File: src/design/assert_macros.svh
// assertion helpers
`ifndef ASSERT_MACROS_SVH
`define ASSERT_MACROS_SVH
`ifndef SYNTHESIS
`define ASSERT_CLK(label, clk, rst_n, prop, msg) \
  label: assert property (@(posedge clk) disable iff (!rst_n) (prop)) else $error(msg);
`define ASSERT_NEXT(label, clk, rst_n, ante, cons, msg) \
  label: assert property (@(posedge clk) disable iff (!rst_n) (ante) |=> (cons)) else $error(msg);
`else
`define ASSERT_CLK(label, clk, rst_n, prop, msg)
`define ASSERT_NEXT(label, clk, rst_n, ante, cons, msg)
`endif
`endif

File: src/design/lpmr_pkg.sv
`timescale 1ns / 1ps
`default_nettype none
package lpmr_pkg;
  localparam int COORD_WIDTH_DEF = 32;
  localparam int ANGLE_WIDTH_DEF = 16;
  localparam int CORDIC_STEPS = 30;
  localparam int ZW = 34;
  localparam logic signed [33:0] CORDIC_START = 34'sd652032874;

  typedef enum logic [2:0] {
    REG_YAW = 3'd0, REG_PITCH = 3'd1, REG_ROLL = 3'd2,
    REG_TX = 3'd3, REG_TY = 3'd4, REG_TZ = 3'd5
  } reg_idx_t;

  // arctangent per step, 2^32 per turn
  function automatic logic signed [33:0] atan_lut(input int i);
    logic signed [33:0] v;
    v = '0;
    case (i)
      0: v = 34'sd536870912;  1: v = 34'sd316933406;  2: v = 34'sd167458907;
      3: v = 34'sd85004756;   4: v = 34'sd42667331;   5: v = 34'sd21354465;
      6: v = 34'sd10679838;   7: v = 34'sd5340245;    8: v = 34'sd2670163;
      9: v = 34'sd1335087;    10: v = 34'sd667544;    11: v = 34'sd333772;
      12: v = 34'sd166886;    13: v = 34'sd83443;     14: v = 34'sd41722;
      15: v = 34'sd20861;     16: v = 34'sd10430;     17: v = 34'sd5215;
      18: v = 34'sd2608;      19: v = 34'sd1304;      20: v = 34'sd652;
      21: v = 34'sd326;       22: v = 34'sd163;       23: v = 34'sd81;
      24: v = 34'sd41;        25: v = 34'sd20;        26: v = 34'sd10;
      27: v = 34'sd5;         28: v = 34'sd3;         29: v = 34'sd1;
      default: v = '0;
    endcase
    return v;
  endfunction

  // cordic vector of one lane, four lanes handed cell to cell
  typedef struct packed {
    logic signed [33:0] x;
    logic signed [33:0] y;
    logic signed [33:0] z;
    logic flip;
  } cvec_t;
endpackage
`default_nettype wire

File: src/design/lpmr_cordic_cell.sv
`timescale 1ns / 1ps
`default_nettype none
// one rotation step of four cordic lanes, registered, stalls with the pipe
module lpmr_cordic_cell #(
  parameter int STEP = 0
) (
  input  wire logic clk,
  input  wire logic en,
  input  wire lpmr_pkg::cvec_t v_i [4],
  output lpmr_pkg::cvec_t v_o [4]
);
  import lpmr_pkg::*;
  cvec_t v_r [4];
  cvec_t v_nxt [4];

  // micro-rotation per lane
  always_comb begin
    for (int k = 0; k < 4; k++) begin
      v_nxt[k] = v_i[k];
      if (!v_i[k].z[ZW-1]) begin
        v_nxt[k].x = v_i[k].x - (v_i[k].y >>> STEP);
        v_nxt[k].y = v_i[k].y + (v_i[k].x >>> STEP);
        v_nxt[k].z = v_i[k].z - atan_lut(STEP);
      end else begin
        v_nxt[k].x = v_i[k].x + (v_i[k].y >>> STEP);
        v_nxt[k].y = v_i[k].y - (v_i[k].x >>> STEP);
        v_nxt[k].z = v_i[k].z + atan_lut(STEP);
      end
    end
  end

  always_ff @(posedge clk) begin
    if (en) begin
      v_r <= v_nxt;
    end
  end
  assign v_o = v_r;
endmodule
`default_nettype wire

File: config.mk
export PLATFORM = sky130hd
export DESIGN_NAME = lpmr_cordic_cell
export DESIGN_NICKNAME = d
export VERILOG_FILES = /design/src/design/assert_macros.svh /design/src/design/lpmr_pkg.sv /design/src/design/lpmr_cordic_cell.sv
export SDC_FILE = /design/constraint.sdc
export NUM_CORES = 1
export LEC_CHECK = 0
export BUFFER_PORTS_ARGS = -buffer_cell sky130_fd_sc_hd__buf_2
export CAP_MARGIN = 15
export CORE_AREA = 2 2 321 323
export DETAILED_ROUTE_END_ITERATION = 8
export DIE_AREA = 0 0 323 325
export PLACE_DENSITY = 0.56
export SYNTH_ARGS = -nofsm -noshare
export SYNTH_HDL_FRONTEND = slang
export SYNTH_SLANG_ARGS = --single-unit
File: constraint.sdc
create_clock -name clk -period 3.7 [get_ports clk]
set_input_delay 0.925 -clock clk [delete_from_list [all_inputs] [get_ports clk]]
set_output_delay 0.925 -clock clk [all_outputs]
set_load 0.03 [all_outputs]
After elaboration in Yosys (flattened, before gate mapping) --
Cells that the tools add are included.
Word-level totals: register bits 412, latch bits 0, bits in writable memories 0, memory bits (read-only) 0, bits of input ports 414, output and inout port bits 412, word-level logic and storage cells 40, memories 0
Cells by class: add/subtract/negate cells 20, multipliers 0, divide/modulo/power cells 0, $lt $le $gt $ge 0, equal/unequal tests 0, shift operators 0, muxes and demuxes 4, bitwise logic cells 0, reduce and logical (&&, ||, !) cells 0
Operators by type and width (count):
- $mux 102 | 4
- $sub 34x34->34 | 8
- $add 34x31->34 const B | 4
- $add 34x34->34 | 4
- $sub 34x31->34 const B | 4

Longest topological paths before layout --
Gate-level depths: netlist of the first run.
word-level depth 2, gate-level depth with buffers 13, depth with buffers taken out 13

Least setup slack after synthesis of the first run --
No wires, ideal clock.
path kind input -> register, start input port v_i[147] (netlist name), end register v_r, in the netlist v_o[170], data pin, arrival time 3.434 ns, data required time 3.441 ns, path slack 0.007 ns, stages on the path 12, buffers on the path 1, cell sequence inv_1 ha_1 buf_2 and4_1 a221o_1 a221o_1 a41o_1 a221oi_2 o21ai_1 a2111oi_2 a21oi_1 xnor2_1
RTL lines:
- start, declared | line lpmr_cordic_cell.sv:9 | input wire lpmr_pkg::cvec_t v_i [4],
- end signal, assigned | line lpmr_cordic_cell.sv:34 | v_r <= v_nxt;
- end, declared | line lpmr_cordic_cell.sv:13 | cvec_t v_r [4];

==> impl_metrics.tcl, run 1 <==
set metrics [dict create \
    outcome "complete, no violations" \
    syn_area_per_cell_um2 8.911 \
    clock-sinks 408 \
    slowest_delay_ns 0.44 \
    final_cell_mix "buf_2 (824), buf_4 (795), a21oi_1 (485), ha_1 (408), edfxtp_1 (408)" \
    worstSetupPathType "primary input to flop" \
    drt_iter0_markers 3027 \
    synth_top_family_by_area "compound AO/OA/AOI/OAI gates" \
    muxShareOfSynthArea_pct 1.231 \
    cts_max_path_buffers 3 \
    cts.htree.levels 2 \
    grt_pass1_wl_um 212500 \
    dp_slack_ns -0.5988 \
    routed_via_density 5.175 \
    synth_xor_xnor_area_share_pct 6.577 \
    drtAntennaViolNets 0 \
    place.detailed.hpwl_um 120900 \
    placed_cells 6756 \
    synthSimpleGateAreaFrac_pct 12.25 \
    drv_cap 0 \
    drive_gt1_share_pct 32.24 \
    p_leak_nw 22.66 \
    drtPass1Iterations 6 \
    ir_drop_mv 0.3877 \
    cts_tree "done" \
    cp-start-kind "primary input" \
    overflow 0 \
    yosys_warnings 0 \
    powerDensity_nw_per_um2 402.8 \
    syn_nets 4783 \
    syn_area_um2 35150 \
    path_max_fanout 3 \
    cpMostUsedCell "buf_4" \
    critical_path.startpoint "v_i[138]" \
    die-area_um2 105000 \
    hold_viol_final 0 \
    fmax_mhz 274.7 \
    largest_reg_flops 408 \
    numCtsBuffers 51 \
    yosys_register_bits 408 \
    cts-root-buf "clkbuf_16" \
    floorplan.initialDensity_pct 34.70 \
    drc_errors 0 \
    die_height_um 325 \
    crit_family "compound AO/OA/AOI/OAI gates" \
    areaGrowthSynthToFinish_pct 37.28 \
    hold_class "primary input to flop" \
    io_pins 826 \
    nNetsFinal 6281 \
    path_buf_inv 3 \
    synth_area_leader_cell "edfxtp_1" \
    wirelength_um 144700 \
    coreArea_um2 101300 \
    ys_async_sr_fraction_pct 0 \
    mostFrequentLayoutCell "buf_2" \
    vias 35580 \
    syn_inst 3945 \
    final_core_utilization_pct 47.64 \
    clk_pin_slew_worst_paths_ns 0.06 \
    antenna_found_initial 49 \
    synth_edf_count 408 \
    maxSlewHeadroom_pct 29.35 \
    grt_max_degree 99 \
    cp_cell_sequence "buf_2 -> buf_4 -> ha_1 -> fa_1 -> a21oi_2 -> o211ai_1 -> buf_4 -> a31o_2 -> a31oi_2 -> o31a_1 -> o21ai_1 -> a311o_1 -> a21oi_1 -> xnor2_1" \
    arrival_ns 4.01 \
    synth_adder_area_share_pct 15.43 \
    setup_viol 0 \
    rows 117 \
    grt_use_total_pct 26.47 \
    gp_congestion 0.9925 \
    ys.flop_type "edfxtp_1" \
    cpMaxStageDelayCell "fa_1" \
    finalSetupTns_ns 0 \
    timing.final.crit_period_ns 3.640 \
    fin_crit_sh_pct 98.38 \
    finalNonFillerCells 6875 \
    wire_per_inst_um 21.04 \
    worst_slack_ns 0.06001 \
    seq_area_frac_synth_pct 34.85 \
    cp-end-kind "flop" \
    grt_pass1_vias 34900 \
    finalMaxSlewViolations 0 \
    required_ns 4.07 \
    die_w_um 323 \
    synth.top_cell.area_share_pct 34.85 \
    rsz0062_at_grt "false" \
    synth_cell_types 86 \
    portBuffers 825 \
    synth_area_leaders "edfxtp_1 (35%), ha_1 (15%), a21oi_1 (6.9%), xnor2_1 (5.9%), inv_1 (4.3%)" \
    worst_slew_pin_slew_ns 1.060 \
    synth_compound_area_share_pct 23.06 \
    min_from "v_i[218]" \
]
==> per-stage QoR <==
step           instance area (um2)  power (mW)  hold WS, ns
4_1_cts                      48110       19.52       0.4242
3_5_place_dp                 46380       14.18        1.103
5_1_grt                      48230       20.32       0.4332
6_report                     48260       19.44       0.4653
2_1_floorplan                35150       10.66        1.024
3_3_place_gp                 46380       14.17        1.101
==> worst paths after layout <==
kind,depth (start not counted),endpoint,slack [ns]
worst min-delay path,1,v_o[218]$_DFFE_PP_,0.47
worst max-delay path,14,v_o[170]$_DFFE_PP_,0.06
==> kinds of logic (layout without fill, tap and decap cells) <==
kind of cell | Yosys count | count (layout)
AOI/OAI and AO/OA | 1284 | 1284
and+or+nand+nor | 918 | 918
buffers and inverters | 604 | 2143
adders and majority gates | 424 | 424
DFF | 408 | 408
xor gates and xnor gates | 264 | 264
muxes | 43 | 43
other | 0 | 23
==> metal layers <==
layer	wire [um]	global-route usage, %
met1	60150	33.59
met2	67530	44.11
met5	174	0
met3	11330	5.634
met4	5475	9.484
==> report_power, final <==
| group | internal [mW] | total [mW] | switching [mW] | leakage, nW |
|---|---|---|---|---|
| registers | 5.96 | 6.17 | 0.209 | 3.99 |
| logic | 3.02 | 8.01 | 4.99 | 17.8 |
| clock network | 3.11 | 5.25 | 2.15 | 0.827 |
| total | 12.1 | 19.4 | 7.35 | 22.7 |
==> synthesized netlist by cell type, drive strengths merged, types with 9 or more instances <==
| master | number |
|---|---|
| a2111oi | 22 |
| a211o | 14 |
| a211oi | 34 |
| a21boi | 10 |
| a21o | 99 |
| a21oi | 487 |
| a221o | 11 |
| a221oi | 18 |
| a31oi | 39 |
| and2 | 14 |
| and3 | 13 |
| buf | 69 |
| clkbuf | 114 |
| clkinv | 18 |
| edfxtp | 408 |
| fa | 16 |
| ha | 408 |
| inv | 403 |
| mux2i | 41 |
| nand2 | 180 |
| nand2b | 32 |
| nand3 | 43 |
| nand3b | 15 |
| nand4 | 34 |
| nor2 | 365 |
| nor2b | 52 |
| nor3 | 82 |
| nor4 | 40 |
| o211ai | 26 |
| o21a | 26 |
| o21ai | 245 |
| o21bai | 86 |
| o22ai | 13 |
| o311ai | 10 |
| o31a | 12 |
| o31ai | 40 |
| o41ai | 9 |
| or2 | 13 |
| or3 | 15 |
| xnor2 | 235 |
| xor2 | 29 |
==> timing repair <==
action	4_1_cts	5_1_grt
setup buffers	0	2
hold buffers	0	0
endpoints found under the setup margin	0	19
resized for setup	0	19
==> final cells by class <==
type	count	area (um2)
clock inverter	34	382.9
fill	10060	53040
clock buffer	60	1353
inverter	421	1580
multi-input combinational	2933	20650
antenna	23	57.56
tap	1368	1712
sequential	408	12250
timing repair buffer	1628	10270
(Power assumes the default switching activity.)
==> run 2: changes to the inputs <==
- BUFFER_PORTS_ARGS: -buffer_cell sky130_fd_sc_hd__buf_2 -> -buffer_cell sky130_fd_sc_hd__buf_4
==> run 2 against run 1 <==
  * Worst setup slack gained 0.025 ns
  * Sequential power grew 0.8%
  * Critical path depth is the same
  * Via count shrank 0.54%
  * Cell area grew 3.7%
  * Critical path type unchanged
  * Largest cell class unchanged
  * Largest power group unchanged
==> impl_metrics.tcl, run 2 (synthesis results as in run 1) <==
set metrics [dict create \
    ir_drop_mv 0.3663 \
    floorplan.initialDensity_pct 34.70 \
    final_cell_mix "buf_4 (1587), a21oi_1 (487), edfxtp_1 (408), ha_1 (407), inv_1 (401)" \
    grtUsageMet1_pct 34.08 \
    grt_util_met2_pct 45.20 \
    maxSlewHeadroom_pct 56.68 \
    hold_viol_final 0 \
    clock-sinks 408 \
    finalMaxSlewViolations 0 \
    areaGrowthSynthToFinish_pct 42.40 \
    post_dp_cell_area_um2 48210 \
    powerDensity_nw_per_um2 398.7 \
    fin_crit_sh_pct 97.70 \
    cp-end-kind "flop" \
    die_height_um 325 \
    outcome "complete, no violations" \
    grt_pass1_wl_um 215100 \
    worst_slew_pin_slew_ns 0.6442 \
    grtUsageMet3_pct 5.572 \
    holdPathStages 1 \
    rsz0062_at_grt "false" \
    cp-start-kind "primary input" \
    drc_errors 0 \
    p_total_mw 19.96 \
    top_usage_layer "met2" \
    wirelength_um 146700 \
    drt_iter0_markers 2712 \
    clk_pin_slew_worst_paths_ns 0.07 \
    coreArea_um2 101300 \
    p_leak_nw 23.24 \
    die_w_um 323 \
    grt_max_degree 93 \
    drtPass1Iterations 6 \
    final_area_um2 50060 \
    gp_congestion 0.9773 \
    min_from "v_i[19]" \
    numCtsBuffers 53 \
    required_ns 4.07 \
    wire_per_inst_um 21.48 \
    mostFrequentLayoutCell "buf_4" \
    cts.htree.levels 2 \
    cts_max_path_buffers 3 \
    overflow 0 \
    io_pins 826 \
    drive_gt1_share_pct 31.83 \
    ctsHoldBuffers 0 \
    fmax_mhz 276.6 \
    grt_use_total_pct 26.85 \
    hold_class "primary input to flop" \
    nNetsFinal 6251 \
    rows 117 \
    antenna_found_initial 23 \
    die-area_um2 105000 \
    min_to "v_o[19]$_DFFE_PP_" \
    largest_reg_flops 408 \
    grt_pass1_vias 34760 \
    vias 35380 \
    drv_cap 0 \
    setup_viol 0 \
    worstSetupPathType "primary input to flop" \
    cts_tree "done" \
    cts-root-buf "clkbuf_16" \
    timing.final.crit_period_ns 3.615 \
    arrival_ns 3.99 \
    place.detailed.hpwl_um 122500 \
    routed_via_density 5.179 \
    path_max_fanout 4 \
    drtAntennaViolNets 0 \
    portBuffers 825 \
]
==> run 2: cell count changes in the layout (fill, tap and decap cells not counted), moves of 5 or more <==
cell     change
diode_2     -13
buf_2      -824
inv_6        +5
buf_4      +792
==> run 2: layout make-up <==
| type | count | area, um2 |
|---|---|---|
| multi-input cells | 2933 | 20650 |
| well taps | 1368 | 1712 |
| flip-flops and latches | 408 | 12250 |
| clock buffers | 57 | 1341 |
| clock inverters | 39 | 411.6 |
| inverters | 421 | 1580 |
| fillers | 9924 | 51240 |
| diodes | 10 | 25.02 |
| repair buffers | 1596 | 12090 |
==> run 2: critical path, stage by stage <==
cell      delay (ns)
buf_4           0.08
inv_1           0.03
ha_1            0.31
buf_4           0.15
nor2b_1         0.13
o31ai_1         0.37
a31oi_2         0.23
a21o_1          0.27
a221o_1         0.35
a21o_1          0.26
a211oi_2        0.43
o311ai_1        0.19
o21ai_0         0.15
xnor2_1         0.09
==> run 2: routing by layer <==
metal	up-vias	part of all wire [%]
met1	16820	42
li1	17050	-
met5	-	0.076
met4	16	3.4
met2	1298	47
met3	206	7.5
==> run 2: timing repair <==
item                       in CTS  in global routing
resized for setup               0                 12
setup buffers                   0                  1
setup endpoints to repair       0                 17
==> run 2: worst max-delay path by stage <==
stage                     slack (ns)            endpoint     start  cells past startpoint
final                           0.09   v_o[63]$_DFFE_PP_   v_i[37]                     14
after global routing           0.002   v_o[97]$_DFFE_PP_   v_i[35]                     15
after CTS                       0.06  v_o[272]$_DFFE_PP_  v_i[247]                     14
after detailed placement       -0.60  v_o[306]$_DFFE_PP_  v_i[247]                     14
after global placement         -0.57   v_o[63]$_DFFE_PP_   v_i[69]                     14
after floorplan                0.007  v_o[170]$_DFFE_PP_  v_i[147]                     12
==> run 2: through the flow <==
stage                     utilization [%]  worst slack (ns)  hold WS (ns)  TNS, ns  std cells
after floorplan                         -          0.006561         1.024        0       3945
after global placement              47.59           -0.5713         1.103   -33.63       6725
after detailed placement            47.59           -0.5991         1.104   -34.43       6725
after CTS                           49.32           0.06235        0.4175        0       6821
after global routing                49.41          0.002122        0.4305        0       6829
final                               49.42           0.08527        0.4630        0       6832
==> run 2: where the power goes <==
part / total (mW) / internal [mW] / switching, mW
combinational: 8.46 / 3.45 / 5.01
clock: 5.29 / 3.12 / 2.17
sequential: 6.22 / 5.97 / 0.249
total: 20.0 / 12.5 / 7.42
==> run 3: changes to the inputs <==
- CORE_AREA: 2 2 321 323 -> 2 2 325 327
- DIE_AREA: 0 0 323 325 -> 0 0 327 329
- PLACE_DENSITY: 0.56 -> 0.54
==> run 3 against run 2 <==
  * Routed wire length grew 1.1%
  * Utilization fell by 1.6 points
  * Cell area shrank 0.25%
  * Total power is 1.0% lower
  * Count of clock-buffer cells in the layout up 4
  * Global-route usage is 0.54 points lower
  * Largest power group unchanged
  * Combinational power hardly changed
==> impl_metrics.tcl, run 3 (synthesis results as in run 1) <==
set metrics [dict create \
    arrival_ns 3.91 \
    areaGrowthSynthToFinish_pct 42.05 \
    worst_slack_ns 0.1437 \
    min_to "v_o[120]$_DFFE_PP_" \
    wire_per_inst_um 21.66 \
    ir_drop_mv 0.3562 \
    dp_slack_ns -0.5401 \
    cp_cell_sequence "buf_4 -> inv_1 -> ha_1 -> buf_4 -> nor2b_1 -> o211ai_1 -> nand4_1 -> nand4b_1 -> a21oi_1 -> a311o_1 -> a221oi_2 -> buf_4 -> nor2b_1 -> o41ai_2 -> xnor2_1" \
    slowest_delay_ns 0.44 \
    holdPathStages 1 \
    outcome "complete, no violations" \
    register_area_um2 12250 \
    cts.htree.levels 2 \
    hold-worst-slack_ns 0.4417 \
    wl_met3_um 10750 \
    fmax_mhz 281.2 \
    cts_setup_buffers 0 \
    setup_viol 0 \
    drc_errors 0 \
    m1WireLength_um 62690 \
    powerDensity_nw_per_um2 395.6 \
    worst_slew_pin_slew_ns 0.6740 \
    die_height_um 329 \
    crit_family "compound AO/OA/AOI/OAI gates" \
    wl_met2_um 69540 \
    cts_tree "done" \
    timing.final.crit_period_ns 3.556 \
    grt_pass1_vias 34330 \
    cts-root-buf "clkbuf_16" \
    path_max_fanout 4 \
    nNetsFinal 6250 \
    ctsHoldBuffers 0 \
    finalMaxSlewViolations 0 \
    portBuffers 825 \
    cp-end-kind "flop" \
    overflow 0 \
    hold_class "primary input to flop" \
    drt_iter0_markers 2836 \
    path_buf_inv 4 \
    die_w_um 327 \
    nFillCells 10260 \
    worstSetupPathType "primary input to flop" \
    cp-start-kind "primary input" \
    place.detailed.hpwl_um 124000 \
    io_pins 826 \
    routed.top_layer "met5" \
    multi_input_area_um2 20620 \
    cts_max_path_buffers 3 \
    clock-sinks 408 \
    numCtsBuffers 53 \
    clk_pin_slew_worst_paths_ns 0.06 \
    wirelength_um 148300 \
    largest_reg_flops 408 \
    routed_via_density 5.132 \
    drtAntennaViolNets 0 \
    gp_congestion 0.9489 \
    maxSlewHeadroom_pct 54.50 \
    vias 35140 \
    mostFrequentLayoutCell "buf_4" \
    coreArea_um2 104400 \
    final_cell_mix "buf_4 (1588), a21oi_1 (487), ha_1 (408), edfxtp_1 (408), inv_1 (401)" \
    required_ns 4.05 \
    rows 119 \
    grt_max_degree 68 \
    fin_crit_sh_pct 96.12 \
    drv_cap 0 \
    p_leak_nw 23.20 \
    drtPass1Iterations 8 \
    rsz0062_at_grt "false" \
    antenna_found_initial 24 \
    min_from "v_i[120]" \
    grt_use_total_pct 26.30 \
    die-area_um2 107600 \
    cpMostUsedCell "buf_4" \
    drive_gt1_share_pct 31.71 \
    floorplan.initialDensity_pct 33.68 \
    hold_viol_final 0 \
    cpMaxStageDelayCell "a311o_1" \
    grt_pass1_wl_um 215300 \
]
## run 3: changes by cell type in the layout (fill, tap and decap cells not counted), moves of 2 or more
cell,change
clkbuf_1,+2
bufinv_16,-4
clkinv_2,+2
a31oi_1,+3
buf_12,-2
a31oi_2,-3
clkbuf_16,+2
diode_2,-6
## run 3: routing by layer
layer | vias to the layer above | GRT usage [%]
li1 | 17040 | -
met3 | 229 | 5.938
met5 | - | 0
met4 | 28 | 8.556
met1 | 16580 | 33.52
met2 | 1269 | 44.09
## run 3: cell type report
class / instances / area share, %
inverter: 421 / 3.165
sequential: 408 / 24.53
timing repair buffer: 1595 / 24.14
clock inverter: 35 / 0.5562
multi-input combinational: 2933 / 41.29
antenna: 4 / 0.02004
clock buffer: 61 / 2.801
tap: 1391 / 3.485
## run 3: repair_timing
action	CTS	global route
endpoints found under the setup margin	0	13
resized for setup	0	9
endpoints found under the hold margin	0	0
## run 3: through the flow
stage / cells / setup TNS (ns) / power, mW / area (um2) / utilization [%]
after floorplan: 3945 / 0 / 10.66 / 35150 / -
after global placement: 6748 / -32.15 / 14.74 / 48210 / 46.19
after detailed placement: 6748 / -35.04 / 14.72 / 48210 / 46.19
after CTS: 6844 / 0 / 19.90 / 49890 / 47.80
after global routing: 6848 / 0 / 20.66 / 49940 / 47.84
final: 6848 / 0 / 19.75 / 49940 / 47.84
## run 3: worst max-delay path by stage
stage,slack (ns),to,depth (start not counted),startpoint
2_1_floorplan,0.007,v_o[170]$_DFFE_PP_,12,v_i[147]
3_3_place_gp,-0.50,v_o[65]$_DFFE_PP_,15,v_i[35]
3_5_place_dp,-0.54,v_o[306]$_DFFE_PP_,15,v_i[243]
4_1_cts,0.12,v_o[306]$_DFFE_PP_,15,v_i[243]
5_1_grt,0.01,v_o[308]$_DFFE_PP_,14,v_i[247]
6_report,0.14,v_o[271]$_DFFE_PP_,15,v_i[243]
## run 3: power breakdown
group          internal, mW  switching, mW
sequential             5.97          0.248
clock                  2.91           2.16
combinational          3.47           5.00
total                  12.3           7.40
